**src/rtl/core/trn_pkg.sv**
```systemverilog
// Shared types and constants for the telnet receive negotiator.
`default_nettype none

package trn_pkg;

  // Highest option code classed as in range (OPT_OTHER_IN); codes above it are OPT_OUT.
  localparam int unsigned HIGHEST_OPTION = 35;

  // Front-to-back queue depth and derived widths
  localparam int unsigned QDEPTH = 2;
  localparam int unsigned QPTR_W = $clog2(QDEPTH);
  localparam int unsigned QCNT_W = $clog2(QDEPTH + 1);

  // Telnet command bytes
  localparam logic [7:0] C_IAC  = 8'd255;
  localparam logic [7:0] C_DONT = 8'd254;
  localparam logic [7:0] C_DO   = 8'd253;
  localparam logic [7:0] C_WONT = 8'd252;
  localparam logic [7:0] C_WILL = 8'd251;
  localparam logic [7:0] C_SB   = 8'd250;
  localparam logic [7:0] C_DM   = 8'd242;
  localparam logic [7:0] C_SE   = 8'd240;

  // Option codes we act on
  localparam logic [7:0] O_BINARY = 8'd0;
  localparam logic [7:0] O_ECHO   = 8'd1;
  localparam logic [7:0] O_SGA    = 8'd3;
  localparam logic [7:0] O_TTYPE  = 8'd24;
  localparam logic [7:0] O_LFLOW  = 8'd33;

  // Subnegotiation values
  localparam logic [7:0] SUB_VAL_ZERO = 8'd0;
  localparam logic [7:0] SUB_VAL_ONE  = 8'd1;

  // Answer verbs
  localparam logic [1:0] V_WILL = 2'd0;
  localparam logic [1:0] V_WONT = 2'd1;
  localparam logic [1:0] V_DO   = 2'd2;
  localparam logic [1:0] V_DONT = 2'd3;

  // Command class of a byte when seen after IAC
  typedef enum logic [3:0] {
    CMD_IAC,
    CMD_DONT,
    CMD_DO,
    CMD_WONT,
    CMD_WILL,
    CMD_SB,
    CMD_DM,
    CMD_SE,
    CMD_OTHER
  } cmd_t;

  // Option class of a byte when seen as an option code
  typedef enum logic [2:0] {
    OPT_BINARY,
    OPT_ECHO,
    OPT_SGA,
    OPT_TTYPE,
    OPT_LFLOW,
    OPT_OTHER_IN,
    OPT_OUT
  } opt_t;

  // One classified byte travelling from front to back
  typedef struct packed {
    logic [7:0] rx_byte;
    logic       urgent;
    cmd_t       cmd;
    opt_t       opt;
  } item_t;

endpackage

`default_nettype wire

```
**src/rtl/core/telnet_receive_negotiator.sv**
```systemverilog
// Top level of the telnet receive negotiator: front, queue and back end.
//
//  channel | handshake            | payload
//  --------+----------------------+-----------------------------------------
//  in      | in_valid / in_ready  | rx_byte, in_urgent
//  out     | out_valid / out_ready| term_*, reply_*, type_request, mode_update,
//          |                      | remote_echo, flow_on, suppressing
//  cfg     | cfg_valid / cfg_ready| deny_echo
//
// One byte per cycle sustained while out_ready holds; a byte is queued at its input
// transfer and moves from the queue into the result register when the back end pops it.
// The back end's combinational per-byte state update sets the rate.
// While the result register stalls, the two-entry queue takes two more bytes
// before in_ready drops.
// Synchronous reset clears parse state, flags, levels and the queue.
`default_nettype none

module telnet_receive_negotiator import trn_pkg::*; (
  input  wire logic       clk,
  input  wire logic       rst,
  input  wire logic       in_valid,
  output logic            in_ready,
  input  wire logic [7:0] rx_byte,
  input  wire logic       in_urgent,
  output logic            out_valid,
  input  wire logic       out_ready,
  output logic            term_valid,
  output logic [7:0]      term_byte,
  output logic            reply_valid,
  output logic [1:0]      reply_verb,
  output logic [7:0]      reply_option,
  output logic            type_request,
  output logic            mode_update,
  output logic            remote_echo,
  output logic            flow_on,
  output logic            suppressing,
  input  wire logic       cfg_valid,
  output logic            cfg_ready,
  input  wire logic       deny_echo
);

  logic  q_valid;
  logic  q_ready;
  item_t q_item;

  // Config register is always writable
  assign cfg_ready = 1'b1;

  trn_front u_front (
    .clk       (clk),
    .rst       (rst),
    .in_valid  (in_valid),
    .in_ready  (in_ready),
    .rx_byte   (rx_byte),
    .in_urgent (in_urgent),
    .q_valid   (q_valid),
    .q_ready   (q_ready),
    .q_item    (q_item)
  );

  trn_back u_back (
    .clk          (clk),
    .rst          (rst),
    .cfg_valid    (cfg_valid),
    .cfg_data     (deny_echo),
    .q_valid      (q_valid),
    .q_ready      (q_ready),
    .q_item       (q_item),
    .out_valid    (out_valid),
    .out_ready    (out_ready),
    .term_valid   (term_valid),
    .term_byte    (term_byte),
    .reply_valid  (reply_valid),
    .reply_verb   (reply_verb),
    .reply_option (reply_option),
    .type_request (type_request),
    .mode_update  (mode_update),
    .remote_echo  (remote_echo),
    .flow_on      (flow_on),
    .suppressing  (suppressing)
  );

`ifndef ASSERT_OFF
  // Terminal data never leaves while output is suppressed
  a_no_data_when_suppressed: assert property (@(posedge clk) disable iff (rst)
    out_valid && term_valid |-> !suppressing)
    else $error("terminal byte delivered while suppressing");

  // A data byte and a negotiation answer never come from the same byte
  a_term_reply_exclusive: assert property (@(posedge clk) disable iff (rst)
    out_valid && reply_valid |-> !term_valid)
    else $error("data byte and answer in one result");

  // Subnegotiation close gives either a type request or a mode update
  a_type_mode_exclusive: assert property (@(posedge clk) disable iff (rst)
    out_valid && type_request |-> !mode_update && !reply_valid)
    else $error("type request combined with other action");

  // No result is presented right after reset
  a_reset_empty: assert property (@(posedge clk)
    $past(rst) |-> !out_valid)
    else $error("result valid right after reset");
`endif

endmodule

`default_nettype wire

```
**src/rtl/core/trn_front.sv**
```systemverilog
// Front end: byte classification and a two-entry queue to the back end.
`default_nettype none

module trn_front import trn_pkg::*; (
  input  wire logic       clk,
  input  wire logic       rst,
  input  wire logic       in_valid,
  output logic            in_ready,
  input  wire logic [7:0] rx_byte,
  input  wire logic       in_urgent,
  output logic            q_valid,
  input  wire logic       q_ready,
  output item_t           q_item
);

  item_t             cls_item;
  item_t             qmem [QDEPTH];
  logic [QPTR_W-1:0] wr_ptr;
  logic [QPTR_W-1:0] rd_ptr;
  logic [QCNT_W-1:0] count;
  logic              push;
  logic              pop;

  // Classify the incoming byte both as command and as option code
  always_comb begin
    cls_item.rx_byte = rx_byte;
    cls_item.urgent  = in_urgent;
    unique case (rx_byte)
      C_IAC:   cls_item.cmd = CMD_IAC;
      C_DONT:  cls_item.cmd = CMD_DONT;
      C_DO:    cls_item.cmd = CMD_DO;
      C_WONT:  cls_item.cmd = CMD_WONT;
      C_WILL:  cls_item.cmd = CMD_WILL;
      C_SB:    cls_item.cmd = CMD_SB;
      C_DM:    cls_item.cmd = CMD_DM;
      C_SE:    cls_item.cmd = CMD_SE;
      default: cls_item.cmd = CMD_OTHER;
    endcase
    unique case (rx_byte)
      O_BINARY: cls_item.opt = OPT_BINARY;
      O_ECHO:   cls_item.opt = OPT_ECHO;
      O_SGA:    cls_item.opt = OPT_SGA;
      O_TTYPE:  cls_item.opt = OPT_TTYPE;
      O_LFLOW:  cls_item.opt = OPT_LFLOW;
      default: begin
        if (rx_byte <= 8'(HIGHEST_OPTION)) cls_item.opt = OPT_OTHER_IN;
        else cls_item.opt = OPT_OUT;
      end
    endcase
  end

  // Queue handshake
  assign in_ready = (count != QCNT_W'(QDEPTH));
  assign push     = in_valid && in_ready;
  assign q_valid  = (count != '0);
  assign pop      = q_valid && q_ready;
  assign q_item   = qmem[rd_ptr];

  // Queue storage
  always_ff @(posedge clk) begin
    if (push) begin
      qmem[wr_ptr] <= cls_item;
    end
  end

  // Queue pointers and fill count
  always_ff @(posedge clk) begin
    if (rst) begin
      wr_ptr <= '0;
      rd_ptr <= '0;
      count  <= '0;
    end else begin
      if (push) wr_ptr <= (wr_ptr == QPTR_W'(QDEPTH - 1)) ? '0 : wr_ptr + 1'b1;
      if (pop)  rd_ptr <= (rd_ptr == QPTR_W'(QDEPTH - 1)) ? '0 : rd_ptr + 1'b1;
      count <= count + QCNT_W'(push) - QCNT_W'(pop);
    end
  end

endmodule

`default_nettype wire

```
**src/rtl/core/trn_back.sv**
```systemverilog
// Back end: parse state, option negotiation and the result register.
`default_nettype none

module trn_back import trn_pkg::*; (
  input  wire logic       clk,
  input  wire logic       rst,
  input  wire logic       cfg_valid,
  input  wire logic       cfg_data,
  input  wire logic       q_valid,
  output logic            q_ready,
  input  wire item_t      q_item,
  output logic            out_valid,
  input  wire logic       out_ready,
  output logic            term_valid,
  output logic [7:0]      term_byte,
  output logic            reply_valid,
  output logic [1:0]      reply_verb,
  output logic [7:0]      reply_option,
  output logic            type_request,
  output logic            mode_update,
  output logic            remote_echo,
  output logic            flow_on,
  output logic            suppressing
);

  typedef enum logic [2:0] {
    P_DATA, P_IAC, P_WILL, P_WONT, P_DO, P_DONT, P_SB, P_SE
  } pstate_t;

  // Only these flags can ever be set; all other option flags stay zero.
  typedef struct packed {
    logic rem_binary;
    logic rem_echo;
    logic rem_sga;
    logic loc_ttype;
    logic loc_lflow;
  } flags_t;

  pstate_t    state, state_next;
  flags_t     flags, flags_next;
  logic       flow, flow_next;
  logic [1:0] lvl, lvl_next;
  logic [1:0] sub_count, sub_count_next;
  logic [7:0] sub_option, sub_option_next;
  logic [7:0] sub_value, sub_value_next;
  logic       deny_echo;

  logic       r_term_v, r_rep_v, r_type, r_mode;
  logic [7:0] r_term_b, r_rep_opt;
  logic [1:0] r_rep_verb;
  logic       pop;
  logic       rem_set, loc_set, do_finish, do_after_iac, do_gather;
  logic [7:0] c;

  assign q_ready = !out_valid || out_ready;
  assign pop     = q_valid && q_ready;
  assign c       = q_item.rx_byte;

  // Current flag for the option byte
  always_comb begin
    case (q_item.opt)
      OPT_BINARY: rem_set = flags.rem_binary;
      OPT_ECHO:   rem_set = flags.rem_echo;
      OPT_SGA:    rem_set = flags.rem_sga;
      default:    rem_set = 1'b0;
    endcase
    case (q_item.opt)
      OPT_TTYPE: loc_set = flags.loc_ttype;
      OPT_LFLOW: loc_set = flags.loc_lflow;
      default:   loc_set = 1'b0;
    endcase
  end

  // Per-byte state update
  always_comb begin
    state_next      = state;
    flags_next      = flags;
    flow_next       = flow;
    sub_count_next  = sub_count;
    sub_option_next = sub_option;
    sub_value_next  = sub_value;
    r_term_v   = 1'b0;
    r_term_b   = 8'd0;
    r_rep_v    = 1'b0;
    r_rep_verb = V_WILL;
    r_rep_opt  = 8'd0;
    r_type     = 1'b0;
    r_mode     = 1'b0;
    do_finish    = 1'b0;
    do_after_iac = 1'b0;
    do_gather    = 1'b0;

    // urgent data raises suppression, leaving it drops one level
    if (q_item.urgent) lvl_next = 2'd2;
    else if (lvl == 2'd2) lvl_next = 2'd1;
    else lvl_next = lvl;

    unique case (state)
      P_DATA: begin
        if (q_item.cmd == CMD_IAC) begin
          state_next = P_IAC;
        end else if (lvl_next == 2'd0) begin
          r_term_v = 1'b1;
          r_term_b = c;
        end
      end
      P_IAC: do_after_iac = 1'b1;
      P_WILL: begin
        state_next = P_DATA;
        if (q_item.opt inside {OPT_BINARY, OPT_ECHO, OPT_SGA}) begin
          if (!rem_set) begin
            r_rep_v   = 1'b1;
            r_rep_opt = c;
            if (q_item.opt == OPT_ECHO && deny_echo) begin
              r_rep_verb = V_DONT;
            end else begin
              r_rep_verb = V_DO;
              case (q_item.opt)
                OPT_BINARY: flags_next.rem_binary = 1'b1;
                OPT_ECHO:   flags_next.rem_echo   = 1'b1;
                default:    flags_next.rem_sga    = 1'b1;
              endcase
              if (q_item.opt == OPT_ECHO) r_mode = 1'b1;
            end
          end
        end else begin
          r_rep_v    = 1'b1;
          r_rep_verb = V_DONT;
          r_rep_opt  = c;
        end
      end
      P_WONT: begin
        state_next = P_DATA;
        if (q_item.opt == OPT_OUT || rem_set) begin
          r_rep_v    = 1'b1;
          r_rep_verb = V_DONT;
          r_rep_opt  = c;
        end
        if (rem_set) begin
          case (q_item.opt)
            OPT_BINARY: flags_next.rem_binary = 1'b0;
            OPT_ECHO:   flags_next.rem_echo   = 1'b0;
            default:    flags_next.rem_sga    = 1'b0;
          endcase
          if (q_item.opt == OPT_ECHO) r_mode = 1'b1;
        end
      end
      P_DO: begin
        state_next = P_DATA;
        if (q_item.opt inside {OPT_TTYPE, OPT_LFLOW}) begin
          if (!loc_set) begin
            r_rep_v    = 1'b1;
            r_rep_verb = V_WILL;
            r_rep_opt  = c;
            if (q_item.opt == OPT_LFLOW) begin
              flags_next.loc_lflow = 1'b1;
              flow_next            = 1'b1;
              r_mode               = 1'b1;
            end else begin
              flags_next.loc_ttype = 1'b1;
            end
          end
        end else begin
          r_rep_v    = 1'b1;
          r_rep_verb = V_WONT;
          r_rep_opt  = c;
        end
      end
      P_DONT: begin
        state_next = P_DATA;
        if (q_item.opt == OPT_OUT || loc_set) begin
          r_rep_v    = 1'b1;
          r_rep_verb = V_WONT;
          r_rep_opt  = c;
        end
        if (loc_set) begin
          if (q_item.opt == OPT_LFLOW) flags_next.loc_lflow = 1'b0;
          else flags_next.loc_ttype = 1'b0;
        end
      end
      P_SB: begin
        if (q_item.cmd == CMD_IAC) state_next = P_SE;
        else do_gather = 1'b1;
      end
      P_SE: begin
        if (q_item.cmd == CMD_SE) begin
          do_finish  = 1'b1;
          state_next = P_DATA;
        end else if (q_item.cmd == CMD_IAC) begin
          do_gather  = 1'b1;
          state_next = P_SB;
        end else begin
          // truncated subnegotiation: close it, then treat byte as command
          do_finish    = 1'b1;
          do_after_iac = 1'b1;
        end
      end
      default: state_next = P_DATA;
    endcase

    // gather one subnegotiation byte
    if (do_gather) begin
      if (sub_count == 2'd0) sub_option_next = c;
      else if (sub_count == 2'd1) sub_value_next = c;
      if (sub_count != 2'd2) sub_count_next = sub_count + 2'd1;
    end

    // close the subnegotiation
    if (do_finish && sub_count == 2'd2) begin
      if (sub_option == O_LFLOW) begin
        if (flags.loc_lflow) begin
          if (sub_value == SUB_VAL_ONE) begin
            flow_next = 1'b1;
            r_mode    = 1'b1;
          end else if (sub_value == SUB_VAL_ZERO) begin
            flow_next = 1'b0;
            r_mode    = 1'b1;
          end
        end
      end else if (sub_option == O_TTYPE) begin
        if (flags.loc_ttype && sub_value == SUB_VAL_ONE) r_type = 1'b1;
      end
    end

    // command byte following IAC
    if (do_after_iac) begin
      state_next = P_DATA;
      unique case (q_item.cmd)
        CMD_WILL: state_next = P_WILL;
        CMD_WONT: state_next = P_WONT;
        CMD_DO:   state_next = P_DO;
        CMD_DONT: state_next = P_DONT;
        CMD_DM:   if (lvl_next == 2'd1) lvl_next = 2'd0;
        CMD_SB: begin
          sub_count_next  = 2'd0;
          sub_option_next = 8'd0;
          sub_value_next  = 8'd0;
          state_next      = P_SB;
        end
        CMD_IAC: begin
          if (lvl_next == 2'd0) begin
            r_term_v = 1'b1;
            r_term_b = c;
          end
        end
        default: state_next = P_DATA;
      endcase
    end
  end

  // State, config register and result register
  always_ff @(posedge clk) begin
    if (rst) begin
      state      <= P_DATA;
      flags      <= '0;
      flow       <= 1'b0;
      lvl        <= 2'd0;
      sub_count  <= 2'd0;
      sub_option <= 8'd0;
      sub_value  <= 8'd0;
      deny_echo  <= 1'b0;
      out_valid  <= 1'b0;
    end else begin
      if (cfg_valid) deny_echo <= cfg_data;
      if (pop) begin
        state      <= state_next;
        flags      <= flags_next;
        flow       <= flow_next;
        lvl        <= lvl_next;
        sub_count  <= sub_count_next;
        sub_option <= sub_option_next;
        sub_value  <= sub_value_next;
        out_valid  <= 1'b1;
      end else if (out_ready) begin
        out_valid <= 1'b0;
      end
    end
    if (pop) begin
      term_valid   <= r_term_v;
      term_byte    <= r_term_b;
      reply_valid  <= r_rep_v;
      reply_verb   <= r_rep_verb;
      reply_option <= r_rep_opt;
      type_request <= r_type;
      mode_update  <= r_mode;
      remote_echo  <= flags_next.rem_echo;
      flow_on      <= flow_next;
      suppressing  <= (lvl_next != 2'd0);
    end
  end

endmodule

`default_nettype wire
```
**config.mk**
```make
export PLATFORM = sky130hd
export DESIGN_NAME = telnet_receive_negotiator
export DESIGN_NICKNAME = d
export VERILOG_FILES = /design/src/rtl/core/trn_pkg.sv /design/src/rtl/core/telnet_receive_negotiator.sv /design/src/rtl/core/trn_front.sv /design/src/rtl/core/trn_back.sv
export SDC_FILE = /design/constraint.sdc
export NUM_CORES = 1
export LEC_CHECK = 0
export BUFFER_PORTS_ARGS = -buffer_cell sky130_fd_sc_hd__buf_2
export CAP_MARGIN = 10
export CORE_MARGIN = 2
export CORE_UTILIZATION = 25
export CTS_BUF_LIST = sky130_fd_sc_hd__clkbuf_8
export CTS_CLUSTER_DIAMETER = 60
export DETAILED_ROUTE_END_ITERATION = 12
export HOLD_SLACK_MARGIN = 0.12
export PLACE_DENSITY = 0.52
export SETUP_SLACK_MARGIN = 0.4
export SKIP_CTS_REPAIR_TIMING = 1
export SLEW_MARGIN = 25
export SYNTH_ARGS = -nofsm -noshare
export SYNTH_HDL_FRONTEND = slang
export SYNTH_SLANG_ARGS = --single-unit
```
**constraint.sdc**
```tcl
create_clock -name clk -period 7.1 [get_ports clk]
set_input_delay 1.42 -clock clk [delete_from_list [all_inputs] [get_ports clk]]
set_output_delay 1.42 -clock clk [all_outputs]
set_load 0.01 [all_outputs]
```
=== Word-level counts from Yosys, hierarchy flattened ===
Memories as Yosys holds them, arrays and structs flattened. A register that Yosys moved wholly into a read port is not among the register bits.
Index checks and enable logic that the tools add are counted.
Widths: inputs -> output; s select.

* Magnitude comparators: 1
* Reduce and logical (&&, ||, !) cells: 32
* Add/subtract/negate cells: 5
* Multipliers: 0
* Bitwise operators: 2
* Equality and inequality tests: 58
* Div/mod/pow operators: 0
* Multiplexer cells: 122
* Shift operators: 0

{| class="wikitable"
|+ Operator list
! operator !! number
|-
| $mux 8 || 21
|-
| $eq 8x8->1 const B || 8
|-
| $mux 1 || 62
|-
| $mux 2 || 16
|-
| $pmux 4 s8 || 1
|-
| $pmux 8 s4 || 1
|-
| $pmux 3 s5 || 2
|-
| $mux 3 || 9
|-
| $eq 3x3->1 const B || 6
|-
| $ne 2x2->1 const B || 9
|-
| $eq 4x3->1 const B || 4
|-
| $eq 8x1->1 const B || 2
|-
| $eq 8x5->1 const B || 2
|-
| $eq 8x6->1 const B || 2
|-
| $logic_not 8->1 || 2
|-
| $ne 2x1->1 const B || 8
|-
| $reduce_and 8->1 || 2
|-
| $reduce_and 7->1 || 2
|-
| $eq 3x2->1 const B || 4
|-
| $pmux 3 s4 || 1
|-
| $reduce_bool 2->1 || 6
|-
| $eq 4x2->1 const B || 2
|-
| $eq 8x2->1 const B || 1
|-
| $le 8x6->1 const B || 1
|-
| other kinds (29) || 46
|}

* Register bits after elaboration: 60
* Memories kept: 1
* Memory bits (writable): 32
* Memory bits (read-only): 0
* Logic and storage cells: 247
* Output and inout bits: 28
* Latch bits: 0
* Input port bits: 15

{| class="wikitable"
|+ Memories
! memory !! words !! bits a word !! read ports !! clocked after memory_dff !! write ports !! RTL line !! RTL
|-
| u_front.qmem || 2 || 16 || 1 || 1 || 1 || trn_front.sv:17 || <nowiki>item_t qmem [QDEPTH];</nowiki>
|}

=== Depth between registers and ports, before layout ===
Gate-level depths: netlist (run 1).

* Depth in word-level cells: 11
* Gate-level depth with buffers: 10
* Depth with buffers taken out: 9

=== Hierarchy ===
A second synthesis (run 1) with hierarchy kept.

* Cell total of the unflattened synthesis: 378
* Area, all modules: 4321.6 µm²

{| class="wikitable"
|+ Modules (own cells, without submodules)
! module !! area an instance (µm²) !! instances !! sequential area each (µm²) !! cells each
|-
| trn_back || 2738.9 || 1 || 1371.3 || 273
|-
| trn_front || 1571.5 || 1 || 1061.0 || 103
|-
| telnet_receive_negotiator || 11.3 || 1 || 0.0 || 2
|}

=== Least setup slack after synthesis (run 1) ===
Ideal clock, no wire load.

* Kind: input port to flip-flop
* Start point: input port out_ready
* End point: register u_front.count[1]
* Arrival time: 3752 ps
* Setup time: 128 ps
* Path slack: 3220 ps
* Stages: 10
* Buffers on the path: 1
* Required time: 6972 ps
* Path through: nand2b_1 -> o21ai_0 -> inv_1 -> clkbuf_1 -> ha_1 -> inv_1 -> ha_1 -> xor2_1 -> xnor2_1 -> nor2_1

* Word-level cells in the longest chain between the ends: 3

{| class="wikitable"
|+ Ends and longest elaborated chain
! item !! RTL line !! RTL
|-
| from (decl) || telnet_receive_negotiator.sv:26 || <nowiki>input wire logic out_ready,</nowiki>
|-
| $logic_or 1x1->1 || trn_back.sv:55 || <nowiki>assign q_ready = !out_valid || out_ready;</nowiki>
|-
| $logic_and 1x1->1 || -- ||
|-
| via u_back.pop || trn_back.sv:51 || <nowiki>logic pop;</nowiki>
|-
| $sub 2x1->2 || trn_front.sv:75 || <nowiki>count <= count + QCNT_W'(push) - QCNT_W'(pop);</nowiki>
|-
| to (signal assigned) || trn_front.sv:75 ||
|-
| to (decl) || trn_front.sv:20 || <nowiki>logic [QCNT_W-1:0] count;</nowiki>
|}

The timed path passes the listed nets, and every way through them passes these cells.
A chain may end at the register's enable or synchronous reset.

=== Worst setup path in the final report (run 1) ===
* Start point: input port out_ready
* End point: register u_back.sub_option[0]

* Word-level cells in the longest chain between the ends: 2

{| class="wikitable"
|+ Ends and longest elaborated chain
! item !! RTL line !! RTL
|-
| $logic_or 1x1->1 || trn_back.sv:55 ||
|-
| $logic_and 1x1->1 || trn_back.sv:56 || <nowiki>assign pop = q_valid && q_ready;</nowiki>
|-
| to (signal assigned) || trn_back.sv:271 || <nowiki>sub_option <= sub_option_next;</nowiki>
|-
| to (decl) || trn_back.sv:44 || <nowiki>logic [7:0] sub_option, sub_option_next;</nowiki>
|}

Every way passes these cells.

==> results.sh, run 1 <==
export IMPL_status="finished, final reports clean"
export IMPL_vias_per_cell=4.924
export IMPL_ctsLongestPathBuffers=2
export IMPL_drive_gt1_share_pct=19.14
export IMPL_power_density_nw_per_um2=320.9
export IMPL_routed_wirelength_um=10260
export IMPL_synthesis_nets=428
export IMPL_place_port_buffers=41
export IMPL_final_cell_mix="sky130_fd_sc_hd__edfxtp_1, sky130_fd_sc_hd__buf_2, sky130_fd_sc_hd__a21oi_1, sky130_fd_sc_hd__dfxtp_1, sky130_fd_sc_hd__nor2_1"
export IMPL_ys_ff_latch=93
export IMPL_synth_enable_flop_cells=57
export IMPL_yosys_cell_types_count=63
export IMPL_antenna_found_initial=0
export IMPL_area_growth_synth_to_final_pct=13.79
export IMPL_asyncSetResetFlopFracSynth_pct=0
export IMPL_dr_first_iter_drc_count=273
export IMPL_drc=0
export IMPL_max_clock_freq_mhz=292.4
export IMPL_synth_sequential_area_ratio_pct=54.48
export IMPL_startpoint_type="input pin"
export IMPL_rr_endpoint="u_back.reply_option[2]"
export IMPL_timing_final_ws_setup_ns=3.680
export IMPL_ctsRootBufferMaster="sky130_fd_sc_hd__clkbuf_8"
export IMPL_preCtsSetupSlack_ns=3.275
export IMPL_multi_input_comb_area_sq_um=1878
export IMPL_worst_pin_slew_ns=0.9862
export IMPL_die_height_um=137.6
export IMPL_floorplan_die_area_sq_um=18940
export IMPL_max_stage_delay_ns=0.45
export IMPL_first_global_vias=3217
export IMPL_synthCells=407
export IMPL_final_setup_violation_count=0
export IMPL_layout_commonest_cell="sky130_fd_sc_hd__edfxtp_1"
export IMPL_hold_path_startpoint="u_back.flow"
export IMPL_holdPathEnd="u_back.flow"
export IMPL_track_usage_pct=11.62
export IMPL_grt_setup_unrepaired="false"
export IMPL_timing_slew_headroom_pct=34.19
export IMPL_cts_max_level=3
export IMPL_worst_r2r_cell_count=6
export IMPL_global_route_wire_length_before_repair_um=16900
export IMPL_detail_route_antenna_nets=0
export IMPL_design_final_nets=460
export IMPL_grt_ovfl_total=0
export IMPL_firstDrtPassIters=4
export IMPL_initial_core_util_pct=25.72
export IMPL_ys_top_cells_by_area="sky130_fd_sc_hd__edfxtp_1, sky130_fd_sc_hd__dfxtp_1, sky130_fd_sc_hd__a21oi_1, sky130_fd_sc_hd__mux2i_1, sky130_fd_sc_hd__nor2_1"
export IMPL_synth_top_area_share_pct=38.34
export IMPL_setup_worst_path_class="input pin to flop"
export IMPL_endpoints_failing_hold=0
export IMPL_postSynthAreaPerCell_sq_um=10.97
export IMPL_whs_path_depth=2
export IMPL_num_antenna_cells=0
export IMPL_dp_hpwl_um=7249
export IMPL_tritoncts_clock_tree="built"
export IMPL_dieWidth_um=137.6
export IMPL_numClockSinks=93
export IMPL_crit_path_arrival_time_ns=3.64
export IMPL_floorplan_rows=48
export IMPL_final_seq_area_sq_um=2432
export IMPL_worstSetupEndpointType="flop"
export IMPL_critical_path_slowest_cell="sky130_fd_sc_hd__and2_1"
export IMPL_num_vias=3294
export IMPL_synth_warnings=0
export IMPL_crit_chain="buf_2, nand2b_1, o21ai_0, inv_1, buf_4, and3_1, and2_1, a211oi_2"
export IMPL_timing_critical_path_max_delay_family="simple AND/OR/NAND/NOR gates"
export IMPL_critical_path_buf_inv_count=3
export IMPL_post_route_min_period_ns=3.420
export IMPL_worst_skew_ns=0.01019
export IMPL_total_leakage_power_nw=1.686
export IMPL_number_of_clock_buffers_inserted_by_tritoncts=9
export IMPL_crit_required_ns=7.32
export IMPL_later_pin_clock_latency_in_the_skew_report_ns=0.37
export IMPL_post_route_period_util_pct=48.17
export IMPL_post_synth_instance_area_sq_um=4464
export IMPL_core_region_area_sq_um=17360
export IMPL_holdCritPathClass="flop to flop"
export IMPL_ys_dominant_reg_cell="sky130_fd_sc_hd__edfxtp_1"
export IMPL_post_drt_wl_per_cell_um=15.33
export IMPL_largest_net_degree_at_the_start_of_global_routing=37
export IMPL_setup_reg_to_reg_worst_slack_ns=4.08
export IMPL_fin_tns_setup_ns=0
export IMPL_critical_path_depth=8
export IMPL_synth_top_cell_by_area="sky130_fd_sc_hd__edfxtp_1"
export IMPL_final_max_slew_viol_count=0
export IMPL_power_ir_vdd_worst_v=0.0001110
export IMPL_fillers=1790
export IMPL_gpl_congestion=0.7870
export IMPL_critical_path_peak_fanout=36
export IMPL_hold_worst_slack_ns=0.5124
export IMPL_clkSlewWorstSetupHoldPaths_ns=0.10
export IMPL_max_cap_viol_count=0
export IMPL_boundaryPins=43
==> metal layers <==
metal / vias up / GRT usage, % / share of wire (%)
met5: - / 0 / 0
met4: 0 / 4.181 / 1.3
met3: 10 / 3.017 / 5.3
met2: 84 / 18.33 / 45
met1: 1573 / 15.36 / 48
li1: 1627 / - / -
==> area by class of cell <==
cell class	instances	area share, %
Clock inverter	7	1.429
Timing Repair Buffer	45	4.631
Tap cell	225	5.542
Clock buffer	9	2.438
Multi-Input combinational cell	275	36.97
Sequential cell	93	47.88
Inverter	15	1.108
==> state kept, by name (all words and copies together) (netlist names), 2 cells and up, named ones only <==
| name | flops |
|---|---|
| u_back.sub_value | 8 |
| u_back.sub_count | 2 |
| u_back.flags | 5 |
| u_back.lvl | 2 |
| u_front.qmem | 32 |
| u_back.term_byte | 8 |
| u_front.count | 2 |
| u_back.reply_verb | 2 |
| u_back.sub_option | 8 |
| u_back.state | 3 |
| u_back.reply_option | 8 |
==> cells by family after synthesis <==
kind of cell	after synthesis	share of synthesized area, %
simple gates	125	14.85
compound gates	112	17.83
flops	93	54.48
buf+inv	39	3.840
mux	25	5.886
fa+ha+maj	6	1.682
xor+xnor	6	1.346
other cells	1	0.08400
==> stage by stage <==
stage / std cells / power [mW] / area [sq um] / utilization [%]
finish: 669 / 1.630 / 5080 / 29.27
global route: 669 / 1.737 / 5080 / 29.27
floorplan: 407 / 1.115 / 4464 / -
global placement: 653 / 1.275 / 4872 / 28.07
CTS: 669 / 1.646 / 5069 / 29.20
detailed placement: 653 / 1.284 / 4872 / 28.07
==> power by group <==
group,internal (mW),switching [mW]
Combinational,0.171,0.339
Clock,0.165,0.196
Sequential,0.714,0.0453
Total,1.05,0.580
==> synthesized netlist by cell type, types with 7 or more instances <==
master / n
sky130_fd_sc_hd__o21ai_0: 13
sky130_fd_sc_hd__edfxtp_1: 57
sky130_fd_sc_hd__nor4_1: 13
sky130_fd_sc_hd__nand4_1: 9
sky130_fd_sc_hd__a311oi_1: 9
sky130_fd_sc_hd__a31oi_1: 11
sky130_fd_sc_hd__nor2_1: 33
sky130_fd_sc_hd__a211oi_1: 7
sky130_fd_sc_hd__mux2i_1: 17
sky130_fd_sc_hd__a211oi_2: 8
sky130_fd_sc_hd__mux2_2: 7
sky130_fd_sc_hd__clkbuf_1: 14
sky130_fd_sc_hd__nor3_1: 13
sky130_fd_sc_hd__dfxtp_1: 36
sky130_fd_sc_hd__nand2_1: 19
sky130_fd_sc_hd__inv_1: 14
sky130_fd_sc_hd__a21oi_1: 36
==> how the worst max path moves through the flow <==
| stage | endpoint | slack (ns) | startpoint |
|---|---|---|---|
| 2_1_floorplan | u_front.count[1] | 3.22 | out_ready |
| 3_3_place_gp | u_back.sub_option[5] | 3.42 | out_ready |
| 3_5_place_dp | u_back.sub_option[0] | 3.28 | out_ready |
| 4_1_cts | u_back.sub_option[0] | 3.69 | out_ready |
| 5_1_grt | u_back.sub_option[0] | 3.53 | out_ready |
| 6_report | u_back.sub_option[0] | 3.68 | out_ready |
==> worst register-to-register path, cell delays in order (launching register included) <==
cell and delay, ns:
sky130_fd_sc_hd__dfxtp_1 0.32, sky130_fd_sc_hd__buf_4 0.34, sky130_fd_sc_hd__mux2i_2 0.57, sky130_fd_sc_hd__mux2i_1 0.31, sky130_fd_sc_hd__o21ai_1 0.18, sky130_fd_sc_hd__o211ai_1 0.80, sky130_fd_sc_hd__a31oi_1 0.22
No activity file was read; power rests on OpenSTA's default activity.
==> run 2: changes to the inputs <==
--- a/config.mk
+++ b/config.mk
@@ -5,6 +5,7 @@
 export SDC_FILE = /design/constraint.sdc
 export NUM_CORES = 1
 export LEC_CHECK = 0
+export ABC_AREA = 1
 export BUFFER_PORTS_ARGS = -buffer_cell sky130_fd_sc_hd__buf_2
 export CAP_MARGIN = 10
 export CORE_MARGIN = 2
@@ -13,7 +14,7 @@
 export CTS_CLUSTER_DIAMETER = 60
 export DETAILED_ROUTE_END_ITERATION = 12
 export HOLD_SLACK_MARGIN = 0.12
-export PLACE_DENSITY = 0.52
+export PLACE_DENSITY = 0.54
 export SETUP_SLACK_MARGIN = 0.4
 export SKIP_CTS_REPAIR_TIMING = 1
 export SLEW_MARGIN = 25
==> constraint.sdc (replaced) <==
create_clock -name clk -period 3 [get_ports clk]
set_input_delay 0.6 -clock clk [delete_from_list [all_inputs] [get_ports clk]]
set_output_delay 0.6 -clock clk [all_outputs]
set_load 0.01 [all_outputs]
==> run 2 against run 1 <==
Against the previous run:
- area after synthesis increased by 3.0%
- worst hold slack worse by 0.11 ns
- clock power grew 130%
- sequential share of layout area decreased by 1.4 points
- total power increased to 2.5 times the previous value
- critical endpoint is now u_back.sub_option[2]
- largest power group unchanged
- highest routed layer unchanged
==> results.sh, run 2 <==
export IMPL_vias_per_cell=4.421
export IMPL_hold_worst_slack_ns=0.4058
export IMPL_final_setup_violation_count=0
export IMPL_clkSlewWorstSetupHoldPaths_ns=0.10
export IMPL_synth_top_cell_by_area="sky130_fd_sc_hd__edfxtp_1"
export IMPL_synthesis_nets=568
export IMPL_synth_common_cells="sky130_fd_sc_hd__nand2_1, sky130_fd_sc_hd__inv_1, sky130_fd_sc_hd__nor2_1"
export IMPL_first_global_vias=3356
export IMPL_antenna_found_initial=0
export IMPL_worst_pin_slew_ns=0.6011
export IMPL_max_stage_delay_ns=0.41
export IMPL_post_synth_instance_area_sq_um=4597
export IMPL_number_of_clock_buffers_inserted_by_tritoncts=9
export IMPL_ys_ff_latch=93
export IMPL_final_max_slew_viol_count=0
export IMPL_max_clock_freq_mhz=482.1
export IMPL_post_drt_wl_per_cell_um=12.70
export IMPL_design_final_nets=612
export IMPL_ys_top_cells_by_area="sky130_fd_sc_hd__edfxtp_1, sky130_fd_sc_hd__dfxtp_1, sky130_fd_sc_hd__nand2_1, sky130_fd_sc_hd__inv_1, sky130_fd_sc_hd__nor2_1"
export IMPL_firstDrtPassIters=4
export IMPL_synth_enable_flop_cells=57
export IMPL_p_switching_mw=1.633
export IMPL_power_total_mw=4.134
export IMPL_holdCritPathClass="input pin to flop"
export IMPL_ctsRootBufferMaster="sky130_fd_sc_hd__clkbuf_8"
export IMPL_timing_critical_path_max_delay_family="simple AND/OR/NAND/NOR gates"
export IMPL_layout_commonest_cell="sky130_fd_sc_hd__nand2_1"
export IMPL_total_leakage_power_nw=2.166
export IMPL_fin_area_sq_um=5238
export IMPL_crit_required_ns=3.26
export IMPL_startpoint_type="flop"
export IMPL_final_instance_count_excl_fill=825
export IMPL_placedCellCount=809
export IMPL_preCtsSetupSlack_ns=0.8018
export IMPL_num_vias=3647
export IMPL_area_growth_synth_to_final_pct=13.94
export IMPL_power_ir_vdd_worst_v=0.0002859
export IMPL_synthCells=547
export IMPL_post_synth_top_count_cell="sky130_fd_sc_hd__nand2_1"
export IMPL_endpoints_failing_hold=0
export IMPL_critical_path_slowest_cell="sky130_fd_sc_hd__o21ai_4"
export IMPL_p_comb_share_pct=35.5
export IMPL_tritoncts_clock_tree="built"
export IMPL_floorplan_rows=49
export IMPL_setup_worst_path_class="flop to flop"
export IMPL_crit_path_arrival_time_ns=2.33
export IMPL_cts_max_level=3
export IMPL_status="finished, final reports clean"
export IMPL_global_route_wire_length_before_repair_um=17110
export IMPL_max_cap_viol_count=0
export IMPL_grt_ovfl_total=0
export IMPL_critical_path_buf_inv_count=2
export IMPL_numClockSinks=93
export IMPL_core_region_area_sq_um=18020
export IMPL_dp_hpwl_um=7711
export IMPL_synth_warnings=0
export IMPL_fillers=1946
export IMPL_synth_top_area_share_pct=37.23
export IMPL_timing_slew_headroom_pct=59.66
export IMPL_post_route_period_util_pct=69.14
export IMPL_post_route_min_period_ns=2.074
export IMPL_floorplan_die_area_sq_um=19490
export IMPL_ctsLongestPathBuffers=2
export IMPL_placed_cell_area_sq_um=5047
export IMPL_critical_path_peak_fanout=20
export IMPL_final_cell_mix="sky130_fd_sc_hd__nand2_1, sky130_fd_sc_hd__inv_1, sky130_fd_sc_hd__nor2_1"
export IMPL_drc=0
export IMPL_yosys_cell_types_count=36
export IMPL_detail_route_antenna_nets=0
export IMPL_postSynthAreaPerCell_sq_um=8.404
export IMPL_final_util_pct=29.06
export IMPL_pwr_share_clk_pct=19.8
export IMPL_pwr_share_seq_pct=44.7
export IMPL_crit_chain="buf_4, nand2_1, o21ai_1, nand2_1, inv_2, nand2_4, o21ai_4, nand3_2, nand2_1, a21oi_1"
export IMPL_gpl_congestion=0.8064
export IMPL_synth_sequential_area_ratio_pct=52.91
export IMPL_routed_wirelength_um=10480
export IMPL_asyncSetResetFlopFracSynth_pct=0
export IMPL_power_density_nw_per_um2=789.3
export IMPL_num_antenna_cells=0
export IMPL_largest_net_degree_at_the_start_of_global_routing=40
export IMPL_sw_frac_of_total_pct=39.50
export IMPL_worstSetupEndpointType="flop"
export IMPL_internal_power_mw=2.501
export IMPL_number_of_flip_flops_under_the_largest_register_name=32
export IMPL_dieWidth_um=139.6
export IMPL_top_register="u_front.qmem"
export IMPL_boundaryPins=43
export IMPL_place_port_buffers=41
export IMPL_initial_core_util_pct=25.50
export IMPL_dr_first_iter_drc_count=203
export IMPL_worst_skew_ns=0.01076
export IMPL_cp_common_cell="sky130_fd_sc_hd__nand2_1"
export IMPL_later_pin_clock_latency_in_the_skew_report_ns=0.38
export IMPL_grt_setup_unrepaired="false"
export IMPL_die_height_um=139.6
export IMPL_timing_final_ws_setup_ns=0.9259
export IMPL_track_usage_pct=11.01
export IMPL_drive_gt1_share_pct=15.60
export IMPL_ys_dominant_reg_cell="sky130_fd_sc_hd__edfxtp_1"
export IMPL_fin_tns_setup_ns=0
## run 2: cell type report
type | instances | area, sq um | share of cell area (%)
clock buffer | 9 | 123.9 | 2.365
timing repair buffer | 47 | 250.2 | 4.778
clock inverter | 7 | 66.31 | 1.266
sequential | 93 | 2432 | 46.44
inverter | 76 | 285.3 | 5.447
multi-input combinational | 364 | 1793 | 34.23
tap | 229 | 286.5 | 5.471
## run 2: power groups by stage
| stage | Sequential (mW) | Clock (mW) | Combinational, mW |
|---|---|---|---|
| 2_1_floorplan | 1.95 | 0 | 0.929 |
| 4_1_cts | 1.85 | 0.848 | 1.49 |
| 3_3_place_gp | 1.88 | 0 | 1.49 |
| 5_1_grt | 1.88 | 0.897 | 1.66 |
| 6_report | 1.85 | 0.820 | 1.47 |
| 3_5_place_dp | 1.88 | 0 | 1.49 |
## run 2: worst paths after layout
path	from	end	slack, ns	cells past startpoint
worst max-delay path	flop	u_back.sub_option[2]	0.93	10
worst min-delay path	cfg_valid	u_back.deny_echo	0.41	2
worst max register to register	flop	u_back.sub_option[2]	0.93	10
worst min register to register	u_front.rd_ptr	u_front.rd_ptr	0.47	1
## run 2: layer usage
metal  share of wire, %  track usage [%]  wire length, um  vias to the layer above
met4                1.8            4.684              193                        0
met5                  0                0                0                        -
met3                2.4            1.652              248                       12
met2                 47            17.96             4973                       50
li1                   -                -                -                     1911
met1                 48            14.62             5060                     1674
## run 2: logic make-up after synthesis
group | share of synthesized area [%]
xor+xnor | 0.1906
other cells | 0.08158
buf+inv | 8.084
simple gates | 27.93
flops | 52.91
fa+ha+maj | 1.633
compound gates | 9.173
==> run 3: changes to the inputs <==
--- a/config.mk
+++ b/config.mk
@@ -5,7 +5,7 @@
 export SDC_FILE = /design/constraint.sdc
 export NUM_CORES = 1
 export LEC_CHECK = 0
-export ABC_AREA = 1
+export ABC_AREA = 0
 export BUFFER_PORTS_ARGS = -buffer_cell sky130_fd_sc_hd__buf_2
 export CAP_MARGIN = 10
 export CORE_MARGIN = 2
==> constraint.sdc (replaced) <==
create_clock -name clk -period 1.9 [get_ports clk]
set_input_delay 0.38 -clock clk [delete_from_list [all_inputs] [get_ports clk]]
set_output_delay 0.38 -clock clk [all_outputs]
set_load 0.01 [all_outputs]
==> run 3 against run 2 <==
Against the previous run:
- the flow now finishes with violations (setup timing)
- largest power group is now combinational cells
- non-clock buffer count grew 88
- sequential share of layout area shrank 8.7 points
- largest cell class is now multi-input combinational cells
- clock power grew 54%
- via count grew 3.1%
- setup slack lost 1.1 ns
- count of clock-buffer cells in the layout is the same
- worst hold slack lost 0.21 ns
- sequential cell count is the same
- clock skew grew 0.0091 ns
- register-to-register slack lost 1.1 ns
- cell area grew 23%
- routed wire length grew 18%
==> results.sh, run 3 (synthesis gave the netlist of run 1 again) <==
export IMPL_initial_core_util_pct=25.72
export IMPL_preCtsSetupSlack_ns=-0.2719
export IMPL_post_drt_wl_per_cell_um=16.18
export IMPL_status="finished with violations"
export IMPL_drive_gt1_share_pct=47.20
export IMPL_cts_max_level=3
export IMPL_timing_critical_path_max_delay_family="multiplexers"
export IMPL_crit_path_arrival_time_ns=2.21
export IMPL_track_usage_pct=12.49
export IMPL_detail_route_antenna_nets=0
export IMPL_critical_path_peak_fanout=6
export IMPL_crit_chain="buf_8, mux2i_4, mux2i_2, o21ai_2, o211ai_1, buf_4, buf_8, a31oi_1"
export IMPL_top_register="u_front.qmem"
export IMPL_dieWidth_um=137.6
export IMPL_largest_net_degree_at_the_start_of_global_routing=23
export IMPL_drc=0
export IMPL_tritoncts_clock_tree="built"
export IMPL_max_clock_freq_mhz=481.0
export IMPL_cp_common_cell="sky130_fd_sc_hd__buf_8"
export IMPL_die_height_um=137.6
export IMPL_max_stage_delay_ns=0.36
export IMPL_design_final_nets=552
export IMPL_startpoint_type="flop"
export IMPL_vias_per_cell=4.940
export IMPL_numClockSinks=93
export IMPL_critical_path_slowest_cell="sky130_fd_sc_hd__dfxtp_2"
export IMPL_boundaryPins=43
export IMPL_power_ir_vdd_worst_v=0.0004360
export IMPL_setup_worst_path_class="flop to flop"
export IMPL_grt_ovfl_total=0
export IMPL_timing_slew_headroom_pct=64.78
export IMPL_power_density_nw_per_um2=1131
export IMPL_crit_required_ns=2.03
export IMPL_firstDrtPassIters=4
export IMPL_worst_skew_ns=0.01985
export IMPL_gpl_congestion=0.9004
export IMPL_routed_wirelength_um=12310
export IMPL_globalRouteMet2Util_pct=19.46
export IMPL_floorplan_rows=48
export IMPL_critical_path_buf_inv_count=3
export IMPL_core_region_area_sq_um=17360
export IMPL_endpoints_failing_hold=0
export IMPL_global_route_wire_length_before_repair_um=18150
export IMPL_violations_in_the_final_reports="setup timing"
export IMPL_number_of_clock_buffers_inserted_by_tritoncts=9
export IMPL_worstSetupEndpointType="flop"
export IMPL_num_vias=3759
export IMPL_final_cell_mix="sky130_fd_sc_hd__buf_4, sky130_fd_sc_hd__edfxtp_1, sky130_fd_sc_hd__buf_2"
export IMPL_timing_final_ws_setup_ns=-0.1790
export IMPL_later_pin_clock_latency_in_the_skew_report_ns=0.38
export IMPL_hold_worst_slack_ns=0.1977
export IMPL_number_of_flip_flops_under_the_largest_register_name=32
export IMPL_fin_tns_setup_ns=-4.762
export IMPL_final_max_slew_viol_count=0
export IMPL_grt_use_met3_pct=3.422
export IMPL_met1_usage_pct=16.55
export IMPL_area_growth_synth_to_final_pct=44.62
export IMPL_first_global_vias=3558
export IMPL_dr_first_iter_drc_count=198
export IMPL_worst_pin_slew_ns=0.5284
export IMPL_post_route_min_period_ns=2.079
export IMPL_setup_reg_to_reg_worst_slack_ns=-0.18
export IMPL_layout_commonest_cell="sky130_fd_sc_hd__buf_4"
export IMPL_dp_hpwl_um=8409
export IMPL_ctsRootBufferMaster="sky130_fd_sc_hd__clkbuf_8"
export IMPL_final_setup_violation_count=48
export IMPL_ctsLongestPathBuffers=2
export IMPL_max_cap_viol_count=0
export IMPL_holdCritPathClass="input pin to flop"
export IMPL_place_port_buffers=41
export IMPL_floorplan_die_area_sq_um=18940
export IMPL_num_antenna_cells=0
export IMPL_global_route_peak_usage_layer="met2"
export IMPL_antenna_found_initial=1
export IMPL_grt_setup_unrepaired="true"
export IMPL_total_leakage_power_nw=2.283
export IMPL_clkSlewWorstSetupHoldPaths_ns=0.10
export IMPL_post_route_period_util_pct=109.4
==> run 3: cell count changes in the layout (fill, tap and decap cells not counted), sizes merged, moves of 13 or more <==
cell,delta
nor4,+13
inv,-62
nand3,-40
o21ai,-18
nor2,-41
a211oi,+15
mux2i,+18
nand4,-14
buf,+88
nand2,-91
==> run 3: power by group <==
part | total [mW] | internal [mW] | switching, mW
registers | 2.85 | 2.67 | 0.179
clock network | 1.26 | 0.495 | 0.767
logic | 3.19 | 1.40 | 1.78
total | 7.30 | 4.57 | 2.73
==> run 3: stage by stage <==
step	std cells	utilization (%)	total power, mW	instance area (sq um)
6_report	761	37.20	7.299	6456
5_1_grt	761	37.20	7.729	6456
4_1_cts	737	33.07	6.703	5739
3_5_place_dp	721	32.04	5.438	5560
3_3_place_gp	721	32.04	5.379	5560
2_1_floorplan	407	-	4.414	4703
==> run 3: area by class of cell <==
class                           instances  area (sq um)
Tap cell                              225         281.5
Clock inverter                          7         55.05
Inverter                               15         56.30
Sequential cell                        93          2437
Multi-Input combinational cell        277          2467
Clock buffer                            9         123.9
Timing Repair Buffer                  135          1035
Fill cell                            1680         10900
==> run 3: routing by layer <==
metal | share of wire [%] | up-vias
li1 | - | 1813
met1 | 45 | 1836
met2 | 48 | 87
met3 | 4.8 | 21
met4 | 1.7 | 2
met5 | 0.089 | -
==> run 3: final timing paths <==
kind	startpoint	to	cells after the start
hold / removal	in_urgent	u_front.qmem[0][7]	1
setup reg to reg	flop	u_back.reply_option[6]	8
setup / recovery	flop	u_back.reply_option[6]	8
hold reg to reg	u_back.out_valid	u_back.out_valid	2
